### src/rtl/b64enc_pkg.sv
`timescale 1ns / 1ps
// ----------------------------------------------------------------------------
// Base64 stream encoder package
// Shared payload types, group descriptor and the alphabet lookup.
// ----------------------------------------------------------------------------
package b64enc_pkg;

  localparam int unsigned QDepth = 2;
  localparam int unsigned QPtrW  = (QDepth > 1) ? $clog2(QDepth) : 1;
  localparam int unsigned QCntW  = $clog2(QDepth + 1);

  localparam logic [7:0] PadChar   = 8'h3D;
  localparam logic [7:0] PlusChar  = 8'h2B;
  localparam logic [7:0] SlashChar = 8'h2F;

  localparam logic [1:0] PhaseStart = 2'd0;
  localparam logic [1:0] PhaseOne   = 2'd1;
  localparam logic [1:0] PhaseTwo   = 2'd2;

  localparam logic [1:0] CharLast = 2'd3;

  typedef struct packed {
    logic [7:0] data_byte;
    logic       final_byte;
  } in_t;

  typedef struct packed {
    logic [7:0] out_char;
    logic       last_char;
  } out_t;

  typedef struct packed {
    logic [23:0] triple;
    logic [1:0]  pads;
    logic        last;
  } grp_t;

  function automatic logic [7:0] sextet_to_char(input logic [5:0] v);
    logic [7:0] c;
    if (v < 6'd26) begin
      c = 8'h41 + {2'b00, v};
    end else if (v < 6'd52) begin
      c = 8'h61 + {2'b00, v} - 8'd26;
    end else if (v < 6'd62) begin
      c = 8'h30 + {2'b00, v} - 8'd52;
    end else if (v == 6'd62) begin
      c = PlusChar;
    end else begin
      c = SlashChar;
    end
    return c;
  endfunction

endpackage

### src/rtl/b64enc_front.sv
`timescale 1ns / 1ps
// ----------------------------------------------------------------------------
// Base64 encoder front end
// Collects bytes into three-byte groups and issues one group descriptor per
// completed or final group.
// ----------------------------------------------------------------------------
module b64enc_front (
  input  logic              clk_i,
  input  logic              rst_ni,
  input  logic              accept_i,
  input  b64enc_pkg::in_t   in_item_i,
  output logic              grp_push_o,
  output b64enc_pkg::grp_t  grp_o
);

  logic [1:0]  phase_q, phase_d;
  logic [15:0] held_q, held_d;
  logic [1:0]  phase;
  logic [7:0]  b;

  assign b     = in_item_i.data_byte;
  assign phase = (phase_q == 2'd3) ? b64enc_pkg::PhaseStart : phase_q;

  always_comb begin
    phase_d    = phase_q;
    held_d     = held_q;
    grp_push_o = 1'b0;
    grp_o      = '0;
    unique case (phase)
      b64enc_pkg::PhaseOne: begin
        grp_o.triple = {held_q[15:8], b, 8'h00};
        grp_o.pads   = 2'd1;
        grp_o.last   = 1'b1;
      end
      b64enc_pkg::PhaseTwo: begin
        grp_o.triple = {held_q, b};
        grp_o.pads   = 2'd0;
        grp_o.last   = in_item_i.final_byte;
      end
      default: begin
        grp_o.triple = {b, 16'h0000};
        grp_o.pads   = 2'd2;
        grp_o.last   = 1'b1;
      end
    endcase
    if (accept_i) begin
      if (in_item_i.final_byte || phase == b64enc_pkg::PhaseTwo) begin
        grp_push_o = 1'b1;
        phase_d    = b64enc_pkg::PhaseStart;
        held_d     = '0;
      end else if (phase == b64enc_pkg::PhaseOne) begin
        phase_d = b64enc_pkg::PhaseTwo;
        held_d  = {held_q[15:8], b};
      end else begin
        phase_d = b64enc_pkg::PhaseOne;
        held_d  = {b, 8'h00};
      end
    end
  end

  always_ff @(posedge clk_i or negedge rst_ni) begin
    if (!rst_ni) begin
      phase_q <= b64enc_pkg::PhaseStart;
      held_q  <= '0;
    end else begin
      phase_q <= phase_d;
      held_q  <= held_d;
    end
  end

endmodule

### src/rtl/b64enc_queue.sv
`timescale 1ns / 1ps
// ----------------------------------------------------------------------------
// Base64 encoder group queue
// Short queue of group descriptors between the front and back ends.
// ----------------------------------------------------------------------------
module b64enc_queue (
  input  logic              clk_i,
  input  logic              rst_ni,
  input  logic              push_i,
  input  b64enc_pkg::grp_t  data_i,
  output logic              full_o,
  input  logic              pop_i,
  output logic              valid_o,
  output b64enc_pkg::grp_t  data_o
);

  b64enc_pkg::grp_t mem_q [b64enc_pkg::QDepth];
  logic [b64enc_pkg::QPtrW-1:0] wr_ptr_q, wr_ptr_d, rd_ptr_q, rd_ptr_d;
  logic [b64enc_pkg::QCntW-1:0] cnt_q, cnt_d;
  logic do_push, do_pop;

  assign full_o  = (cnt_q == b64enc_pkg::QCntW'(b64enc_pkg::QDepth));
  assign valid_o = (cnt_q != '0);
  assign data_o  = mem_q[rd_ptr_q];
  assign do_push = push_i && !full_o;
  assign do_pop  = pop_i && valid_o;

  always_comb begin
    wr_ptr_d = wr_ptr_q;
    rd_ptr_d = rd_ptr_q;
    cnt_d    = cnt_q;
    if (do_push) begin
      wr_ptr_d = (wr_ptr_q == b64enc_pkg::QPtrW'(b64enc_pkg::QDepth - 1)) ? '0 :
                 wr_ptr_q + 1'b1;
    end
    if (do_pop) begin
      rd_ptr_d = (rd_ptr_q == b64enc_pkg::QPtrW'(b64enc_pkg::QDepth - 1)) ? '0 :
                 rd_ptr_q + 1'b1;
    end
    if (do_push && !do_pop) begin
      cnt_d = cnt_q + 1'b1;
    end else if (do_pop && !do_push) begin
      cnt_d = cnt_q - 1'b1;
    end
  end

  always_ff @(posedge clk_i) begin
    if (do_push) begin
      mem_q[wr_ptr_q] <= data_i;
    end
  end

  always_ff @(posedge clk_i or negedge rst_ni) begin
    if (!rst_ni) begin
      wr_ptr_q <= '0;
      rd_ptr_q <= '0;
      cnt_q    <= '0;
    end else begin
      wr_ptr_q <= wr_ptr_d;
      rd_ptr_q <= rd_ptr_d;
      cnt_q    <= cnt_d;
    end
  end

endmodule

### src/rtl/b64enc_back.sv
`timescale 1ns / 1ps
// ----------------------------------------------------------------------------
// Base64 encoder back end
// Holds one group and hands out its four characters, one per beat.
// ----------------------------------------------------------------------------
module b64enc_back (
  input  logic              clk_i,
  input  logic              rst_ni,
  input  logic              grp_valid_i,
  input  b64enc_pkg::grp_t  grp_i,
  output logic              grp_pop_o,
  output logic              empty_o,
  input  logic              pop_i,
  output b64enc_pkg::out_t  out_item_o
);

  b64enc_pkg::grp_t grp_q, grp_d;
  logic       busy_q, busy_d;
  logic [1:0] cnt_q, cnt_d;
  logic       done, load;
  logic [5:0] sextet;
  logic       is_pad;

  assign done      = busy_q && pop_i && (cnt_q == b64enc_pkg::CharLast);
  assign load      = grp_valid_i && (!busy_q || done);
  assign grp_pop_o = load;
  assign empty_o   = !busy_q;

  always_comb begin
    unique case (cnt_q)
      2'd0:    sextet = grp_q.triple[23:18];
      2'd1:    sextet = grp_q.triple[17:12];
      2'd2:    sextet = grp_q.triple[11:6];
      default: sextet = grp_q.triple[5:0];
    endcase
    is_pad = ({1'b0, cnt_q} >= (3'd4 - {1'b0, grp_q.pads}));
    out_item_o.out_char  = is_pad ? b64enc_pkg::PadChar :
                           b64enc_pkg::sextet_to_char(sextet);
    out_item_o.last_char = grp_q.last && (cnt_q == b64enc_pkg::CharLast);
  end

  always_comb begin
    busy_d = busy_q;
    cnt_d  = cnt_q;
    grp_d  = grp_q;
    if (busy_q && pop_i) begin
      if (cnt_q == b64enc_pkg::CharLast) begin
        busy_d = 1'b0;
        cnt_d  = '0;
      end else begin
        cnt_d = cnt_q + 1'b1;
      end
    end
    if (load) begin
      busy_d = 1'b1;
      cnt_d  = '0;
      grp_d  = grp_i;
    end
  end

  always_ff @(posedge clk_i) begin
    grp_q <= grp_d;
  end

  always_ff @(posedge clk_i or negedge rst_ni) begin
    if (!rst_ni) begin
      busy_q <= 1'b0;
      cnt_q  <= '0;
    end else begin
      busy_q <= busy_d;
      cnt_q  <= cnt_d;
    end
  end

`ifndef SYNTH
  a_idle_count_zero : assert property (@(posedge clk_i) disable iff (!rst_ni)
    !busy_q |-> cnt_q == 2'd0)
    else $error("Character counter not at zero while idle.");

  a_last_on_fourth : assert property (@(posedge clk_i) disable iff (!rst_ni)
    (busy_q && out_item_o.last_char) |-> cnt_q == b64enc_pkg::CharLast)
    else $error("Last mark on a character other than the fourth.");

  a_count_advance : assert property (@(posedge clk_i) disable iff (!rst_ni)
    (busy_q && pop_i && cnt_q != b64enc_pkg::CharLast) |=>
      (busy_q && cnt_q == $past(cnt_q) + 2'd1))
    else $error("Character counter did not advance on a beat.");

  a_stall_holds : assert property (@(posedge clk_i) disable iff (!rst_ni)
    (busy_q && !pop_i) |=> (busy_q && $stable(cnt_q) && $stable(out_item_o)))
    else $error("Waiting character changed while stalled.");

  a_pad_tail : assert property (@(posedge clk_i) disable iff (!rst_ni)
    (busy_q && cnt_q == b64enc_pkg::CharLast && grp_q.pads != 2'd0) |->
      out_item_o.out_char == b64enc_pkg::PadChar)
    else $error("Padded group without a pad as its fourth character.");
`endif

endmodule

### src/rtl/base64_stream_encoder_core.sv
`timescale 1ns / 1ps
// ----------------------------------------------------------------------------
// Base64 stream encoder core
// Byte-in, character-out base64 encoder with the standard alphabet and
// '=' padding.
// ----------------------------------------------------------------------------
// One byte is taken per beat and one character is delivered per beat. The
// front end accepts a byte every cycle while full is low; a completed or
// final group enters a two-entry group queue, and the back end hands out its
// four characters one per beat. The one-character output port therefore sets
// the throughput: three input bytes give four characters. The last character
// of a message carries last_char. full is high while the group queue is full.
module base64_stream_encoder_core (
  input  logic              clk_i,
  input  logic              rst_ni,
  input  logic              push,
  output logic              full,
  input  b64enc_pkg::in_t   in_item_i,
  output logic              empty,
  input  logic              pop,
  output b64enc_pkg::out_t  out_item_o
);

  logic             accept;
  logic             grp_push;
  b64enc_pkg::grp_t grp_in;
  logic             q_valid;
  logic             q_pop;
  b64enc_pkg::grp_t q_data;

  assign accept = push && !full;

  b64enc_front u_front (
    .clk_i      (clk_i),
    .rst_ni     (rst_ni),
    .accept_i   (accept),
    .in_item_i  (in_item_i),
    .grp_push_o (grp_push),
    .grp_o      (grp_in)
  );

  b64enc_queue u_queue (
    .clk_i   (clk_i),
    .rst_ni  (rst_ni),
    .push_i  (grp_push),
    .data_i  (grp_in),
    .full_o  (full),
    .pop_i   (q_pop),
    .valid_o (q_valid),
    .data_o  (q_data)
  );

  b64enc_back u_back (
    .clk_i       (clk_i),
    .rst_ni      (rst_ni),
    .grp_valid_i (q_valid),
    .grp_i       (q_data),
    .grp_pop_o   (q_pop),
    .empty_o     (empty),
    .pop_i       (pop),
    .out_item_o  (out_item_o)
  );

endmodule

### config.mk
export PLATFORM = sky130hd
export DESIGN_NAME = base64_stream_encoder_core
export DESIGN_NICKNAME = d
export VERILOG_FILES = /design/src/rtl/b64enc_pkg.sv /design/src/rtl/b64enc_front.sv /design/src/rtl/b64enc_queue.sv /design/src/rtl/b64enc_back.sv /design/src/rtl/base64_stream_encoder_core.sv
export SDC_FILE = /design/constraint.sdc
export NUM_CORES = 1
export LEC_CHECK = 0
export ABC_AREA = 1
export CAP_MARGIN = 20
export CORE_AREA = 2 2 108 110
export CTS_BUF_LIST = sky130_fd_sc_hd__clkbuf_8 sky130_fd_sc_hd__clkbuf_16
export CTS_CLUSTER_SIZE = 10
export DETAILED_ROUTE_END_ITERATION = 12
export DIE_AREA = 0 0 110 112
export DONT_BUFFER_PORTS = 1
export HOLD_SLACK_MARGIN = 0.08
export PLACE_DENSITY = 0.64
export SYNTH_ARGS = -nofsm -noshare
export SYNTH_HDL_FRONTEND = slang
export SYNTH_SLANG_ARGS = --single-unit
### constraint.sdc
create_clock -name clk_i -period 4.2 [get_ports clk_i]
set_clock_uncertainty 0.1 [all_clocks]
set_input_delay 0.42 -clock clk_i [delete_from_list [all_inputs] [get_ports clk_i]]
set_output_delay 0.42 -clock clk_i [all_outputs]
set_load 0.01 [all_outputs]
### After elaboration in Yosys (flattened, before gate mapping)

Memory sizes are Yosys's and may differ from the RTL's. A register that Yosys moved wholly into a read port is not among the register bits.
Index checks and enable logic that the tools add are counted.

| word-level totals | value |
|---|---|
| register bits after elaboration | 25 |
| bits in writable memories | 54 |
| input bits | 13 |
| output and inout bits | 11 |
| word-level logic and storage cells | 81 |
| memories kept | 1 |

| cells by class | value |
|---|---|
| add/sub/neg operators | 11 |
| order comparisons | 4 |
| eq/ne operators | 9 |
| muxes and demuxes | 26 |
| reduce and logical (&&, ||, !) cells | 22 |

Memories:

| memory | depth | bits a word | read ports | clocked after Yosys merged registers in | write ports | RTL line | source |
|---|---|---|---|---|---|---|---|
| u_queue.mem_q | 2 | 27 | 1 | 1 | 1 | b64enc_queue.sv:17 | `b64enc_pkg::grp_t mem_q [b64enc_pkg::QDepth];` |

Operators with widths:

| operator | count |
|---|---|
| case mux 27 bit (2 select lines) | 1 |
| 2-to-1 mux 16 bit | 2 |
| 2-to-1 mux 8 bit | 4 |
| case mux 6 bit (3 select lines) | 1 |
| adder 7 x 6 -> 8 bit (first input constant) | 2 |
| 2-to-1 mux 2 bit | 8 |
| < comparator 6 bit (second input constant) | 2 |
| equality test 2 bit (second input constant) | 5 |
| logical AND 1 bit | 9 |
| 2-to-1 mux 1 bit | 9 |
| nonzero test 2 bit | 4 |
| subtractor 8 x 5 -> 8 bit (second input constant) | 1 |
| subtractor 8 x 6 -> 8 bit (second input constant) | 1 |
| adder 6 x 6 -> 7 bit (first input constant) | 1 |
| equality test 6 bit (second input constant) | 1 |
| < comparator 6 x 5 -> 1 bit (second input constant) | 1 |
| adder 2 x 1 -> 2 bit (second input constant) | 2 |
| equality test 2 x 1 -> 1 bit (second input constant) | 2 |
| zero test 1 bit | 4 |
| AND reduction 2 bit | 2 |
| >= comparator 2 x 3 -> 1 bit | 1 |
| 2-to-1 mux 3 bit | 1 |
| subtractor 3 x 2 -> 3 bit (first input constant) | 1 |
| adder 1 bit (second input constant) | 2 |
| other kinds (4) | 5 |

### Longest topological paths before layout

| depth | value |
|---|---|
| depth in word-level cells | 11 |
| mapped depth | 13 |
| gate-level depth less buffers | 13 |

### Modules after synthesis

A second synthesis with hierarchy kept.

| unflattened totals | value |
|---|---|
| cell total of the unflattened synthesis | 526 |
| area, all modules | 5182.5 um2 |

By module, submodules not included:

| module | times used | cells each | area an instance (um2) | sequential area each (um2) |
|---|---|---|---|---|
| b64enc_queue | 1 | 172 | 2245.9 | 1721.7 |
| b64enc_back | 1 | 183 | 1744.2 | 885.8 |
| b64enc_front | 1 | 169 | 1182.4 | 450.4 |
| base64_stream_encoder_core | 1 | 2 | 10.0 | 0.0 |

### Worst setup path before layout

Ideal clock, no wire load.

| path | value |
|---|---|
| path kind | register to register |
| start | register u_back.cnt_q[1] |
| end | register u_queue.cnt_q[1] in the netlist's numbering |
| arrival | 2.791 ns |
| required time | 3.969 ns |
| setup slack | 1.178 ns |
| stages on the path, launching flop included | 9 |
| clock period less this slack | 3.022 ns |
| path through | dfrtp_1 -> ha_1 -> a21oi_1 -> nor2_1 -> inv_1 -> ha_1 -> a21oi_1 -> o21ai_0 -> xor2_1 |

| on the way | value |
|---|---|
| cells in the longest elaborated chain, start to end | 8 |
| elaborated cells on any way between the ends | 10 |

Ends and longest elaborated chain:

| what | RTL line | source |
|---|---|---|
| from (decl) | b64enc_back.sv:19 | `logic [1:0] cnt_q, cnt_d;` |
| from (signal assigned) | b64enc_back.sv:71 | `cnt_q <= cnt_d;` |
| equality test 2 bit * | b64enc_back.sv:24 | `assign done = busy_q && pop_i && (cnt_q == b64enc_pkg::CharLast);` |
| logical AND 1 bit * | b64enc_back.sv:24 |  |
| logical OR 1 bit * | b64enc_back.sv:25 | `assign load = grp_valid_i && (!busy_q \|\| done);` |
| logical AND 1 bit * | b64enc_back.sv:25 |  |
| net q_pop | base64_stream_encoder_core.sv:28 | `logic q_pop;` |
| logical AND 1 bit * | b64enc_queue.sv:26 | `assign do_pop = pop_i && valid_o;` |
| zero test 1 bit | b64enc_queue.sv:40 | `if (do_push && !do_pop) begin` |
| logical AND 1 bit | b64enc_queue.sv:40 |  |
| 2-to-1 mux 2 bit / nonzero test 2 bit (equally long branches) | -- |  |
| to (signal assigned) | b64enc_queue.sv:61 | `cnt_q <= cnt_d;` |
| to (decl) | b64enc_queue.sv:19 | `logic [b64enc_pkg::QCntW-1:0] cnt_q, cnt_d;` |

Mark *: on every way through the listed nets, which the timed path passes. The rest lies on a longest branch.
A chain may end at the register's enable or synchronous reset.

==> metrics.cfg <==
[worst_setup_path]
timing.critical_path.mode_cell = nand2_1
rrSetupSlack_ns = 1.60
worst_r2r_startpoint = u_front.phase_q[0]
timing.critical_path.fanout_max = 13
path_delay_family = simple AND/OR/NAND/NOR gates
reg2reg_to = u_queue.mem_q[0][4]
critPathBufInv = 2
setup.worst_path.end = out_item_o[5]
timing.critical_path.depth = 11
critPathMaxStageDelay_ns = 0.42
timing.critical_path.slowest_stage_cell = dfrtp_1
setup.worst_path.start_class = register
timing.critical_path.arrival_ns = 2.63
crit_chain = ha_1 > inv_2 > nand2_1 > o22ai_1 > inv_1 > ha_1 > nand3_1 > nand3_1 > nand2_1 > nand2_1 > nand2_1
worstSetupStartpoint = u_back.cnt_q[1]
critical_path.endpoint_type = primary output
path_class = reg -> out
rr_worst_depth = 7
worstPathRequired_ns = 3.68

[drt]
vias_after_detailed_routing = 3159
wl_per_cell_microns = 14.02
starting_drc_count_in_detailed_routing = 269
drt_first_pass_iters = 4
antenna_left = 0
drt_wl_total_microns = 8970
route.detailed.drc = 0
detail_route.vias_per_cell = 4.936

[sta]
final_min_period_over_clock_period_pct = 75.10
fin_crit_ns = 3.154
timing.final.max_slew_violations = 0
max-slew-margin-rel_pct = 45.66
worst-slew-pin-transition_ns = 0.8101
final-hold-violation-count = 0
rsz_0062_raised_after_global_routing = no
final_setup_viols = 0
total_negative_slack_for_setup_checks_ns = 0
achievable-frequency_ghz = 0.3170

[clock_tree]
cts_hold_repair.buffers = 2
post_cts_buffers = 0
tritoncts = built
numCtsBuffers = 9
worst_setup_hold_path_clk_slew_ns = 0.07
clk-insertion-delay-late_ns = 0.34
clock-root-buffer = clkbuf_16
clock_sink_count = 106
cts-resized-gates = 0
cts_buffer_depth = 2
cts.htree.levels = 3

[floorplanning]
io-pin-count = 24
start_util_pct = 43.98
die_area_sq_um = 12320
std_cell_rows = 39
die_x_microns = 110
fp.dieH_microns = 112
core_area_sq_um = 11170

[power]
p_per_area_nw_per_um2 = 827.8
total_leakage_power_uw = 0.002322
power.ir.vdd_worst_v = 0.0005852

[global_routing]
met3_usage_pct = 2.927
globalRouteMet1Util_pct = 21.26
pin_count_of_the_biggest_net_entering_global_routing = 31
first_global_vias = 2978
grt_first_pass_wirelength_microns = 14700
gr_busiest_metal = met2
initial_antenna_violation_count = 0
groute.usage.overall_pct = 15.61
gr-total-overflow = 0
globalRouteMet2Util_pct = 24.42

[layout]
fill_cell_total_of_the_finished_layout = 999
final-seq-area_sq_um = 3058
n_antenna_cell = 0
syn_to_final_growth_pct = 9.241
final_nets = 519
multi_input_gate_area_in_the_final_layout_sq_um = 1599
final_core_util_pct = 48.05
drive_gt1_share_pct = 10.06

[synth]
number_of_enable_flip_flop_cells_after_synthesis = 81
synth_cells = 487
proportion_of_synthesized_chip_area_in_sequential_cells_pct = 62.22
ys_top_cells_by_area = edfxtp_1, nand2_1, dfrtp_1
leading_cell_types_by_count_after_synthesis = nand2_1, edfxtp_1, inv_1
yosysWarningCount = 0
synth_top_flop_cell = edfxtp_1
synthDistinctLibCells = 31
ys_async_sr_fraction_pct = 23.58
synth_top_cell_by_area = edfxtp_1
synth.net_count = 514
synthesis.area_sq_um = 4915
most_common_cell_in_the_synthesized_netlist = nand2_1
portion_of_synthesized_cell_area_occupied_by_the_leading_cell_type_pct = 49.49
ys_ff_latch = 106
syn_area_per_cell_sq_um = 10.09

[job]
maxCapViolCount = 0

[worst_hold_path]
min-delay-start = pop
hold_path.class = in -> reg

[placement]
detailed_place_hpwl_microns = 6390
place.port_buffers = 0
place_congestion = 0.8990

[outcome]
run_status = complete, no violations

report_power, final:
part / total (uW) / internal (uW) / switching [uW]
logic: 2030 / 621 / 1400
clock network: 739 / 394 / 345
registers: 1680 / 1570 / 115
cell type report:
cell class,count,share of cell area [%]
well taps,143,3.333
inverters,54,3.775
flip-flops and latches,106,56.96
clock buffers,9,4.195
multi-input cells,314,29.78
clock inverters,7,0.6991
repair buffers,7,1.258
cells in the final DEF (no fill, tap or decap), drive strengths merged:
cell type | netlist | final
xor2 | 4 | 4
buf | 5 | 6
edfxtp | 81 | 81
xnor2 | 1 | 1
or2 | 4 | 4
nor2 | 26 | 26
inv | 53 | 54
nor3 | 1 | 1
dfrtp | 25 | 25
ha | 14 | 14
clkinvlp | 0 | 2
a21oi | 17 | 17
nand3 | 25 | 25
nand4 | 4 | 4
clkbuf | 8 | 9
o21bai | 3 | 3
nand2 | 178 | 178
o22ai | 9 | 9
o21ai | 28 | 28
dlygate4sd3 | 0 | 1
clkinv | 1 | 5
metrics by stage:
step	hold slack [ns]	instance area, sq um	power (uW)	cells	setup WS [ns]
2_1_floorplan	0.02441	4915	3287	487	1.178
3_3_place_gp	0.02525	5076	3685	622	1.531
3_5_place_dp	0.02513	5076	3730	622	1.427
4_1_cts	0.1613	5369	4480	640	1.055
5_1_grt	0.1965	5369	4807	640	0.8613
6_report	0.1721	5369	4445	640	1.046
flip-flops by register name, summed over array words and instances (netlist names):
| name | count |
|---|---|
| u_back.grp_q | 27 |
| u_back.cnt_q | 2 |
| u_front.held_q | 16 |
| u_queue.rd_ptr_q | 1 |
| u_back.busy_q | 1 |
| u_queue.wr_ptr_q | 1 |
| u_queue.mem_q | 54 |
| u_queue.cnt_q | 2 |
| u_front.phase_q | 2 |
layer usage:
| layer | share of wire [%] | vias up | routed length (microns) |
|---|---|---|---|
| met2 | 48 | 62 | 4283 |
| met1 | 46 | 1473 | 4166 |
| li1 | - | 1613 | - |
| met5 | 0 | - | 0 |
| met4 | 1.6 | 0 | 147 |
| met3 | 4.2 | 11 | 373 |
worst register-to-register path, stage by stage, from the launching register on:
cell     delay (ns)
dfrtp_1        0.38
inv_1          0.08
ha_1           0.55
nor2_1         0.22
nor2_1         0.35
inv_1          0.13
nor2_2         0.10
buf_4          0.35
logic make-up after synthesis:
group	count (synthesis)	share of synthesized area, %
buffers and inverters	67	5.397
adders and majority gates	14	3.564
DFF	106	62.22
xor gates and xnor gates	5	0.8910
AOI/OAI and AO/OA	57	7.103
and+or+nand+nor	238	20.82
worst min path at each step:
stage                         end  slack [ns]  depth (start not counted)
2_1_floorplan       u_back.busy_q        0.02                          0
3_3_place_gp    u_front.held_q[8]        0.03                          0
3_5_place_dp   u_front.held_q[10]        0.03                          0
4_1_cts           u_back.cnt_q[0]        0.16                          2
5_1_grt         u_front.held_q[9]        0.20                          2
6_report          u_back.cnt_q[0]        0.17                          2
(Power assumes the default switching activity.)
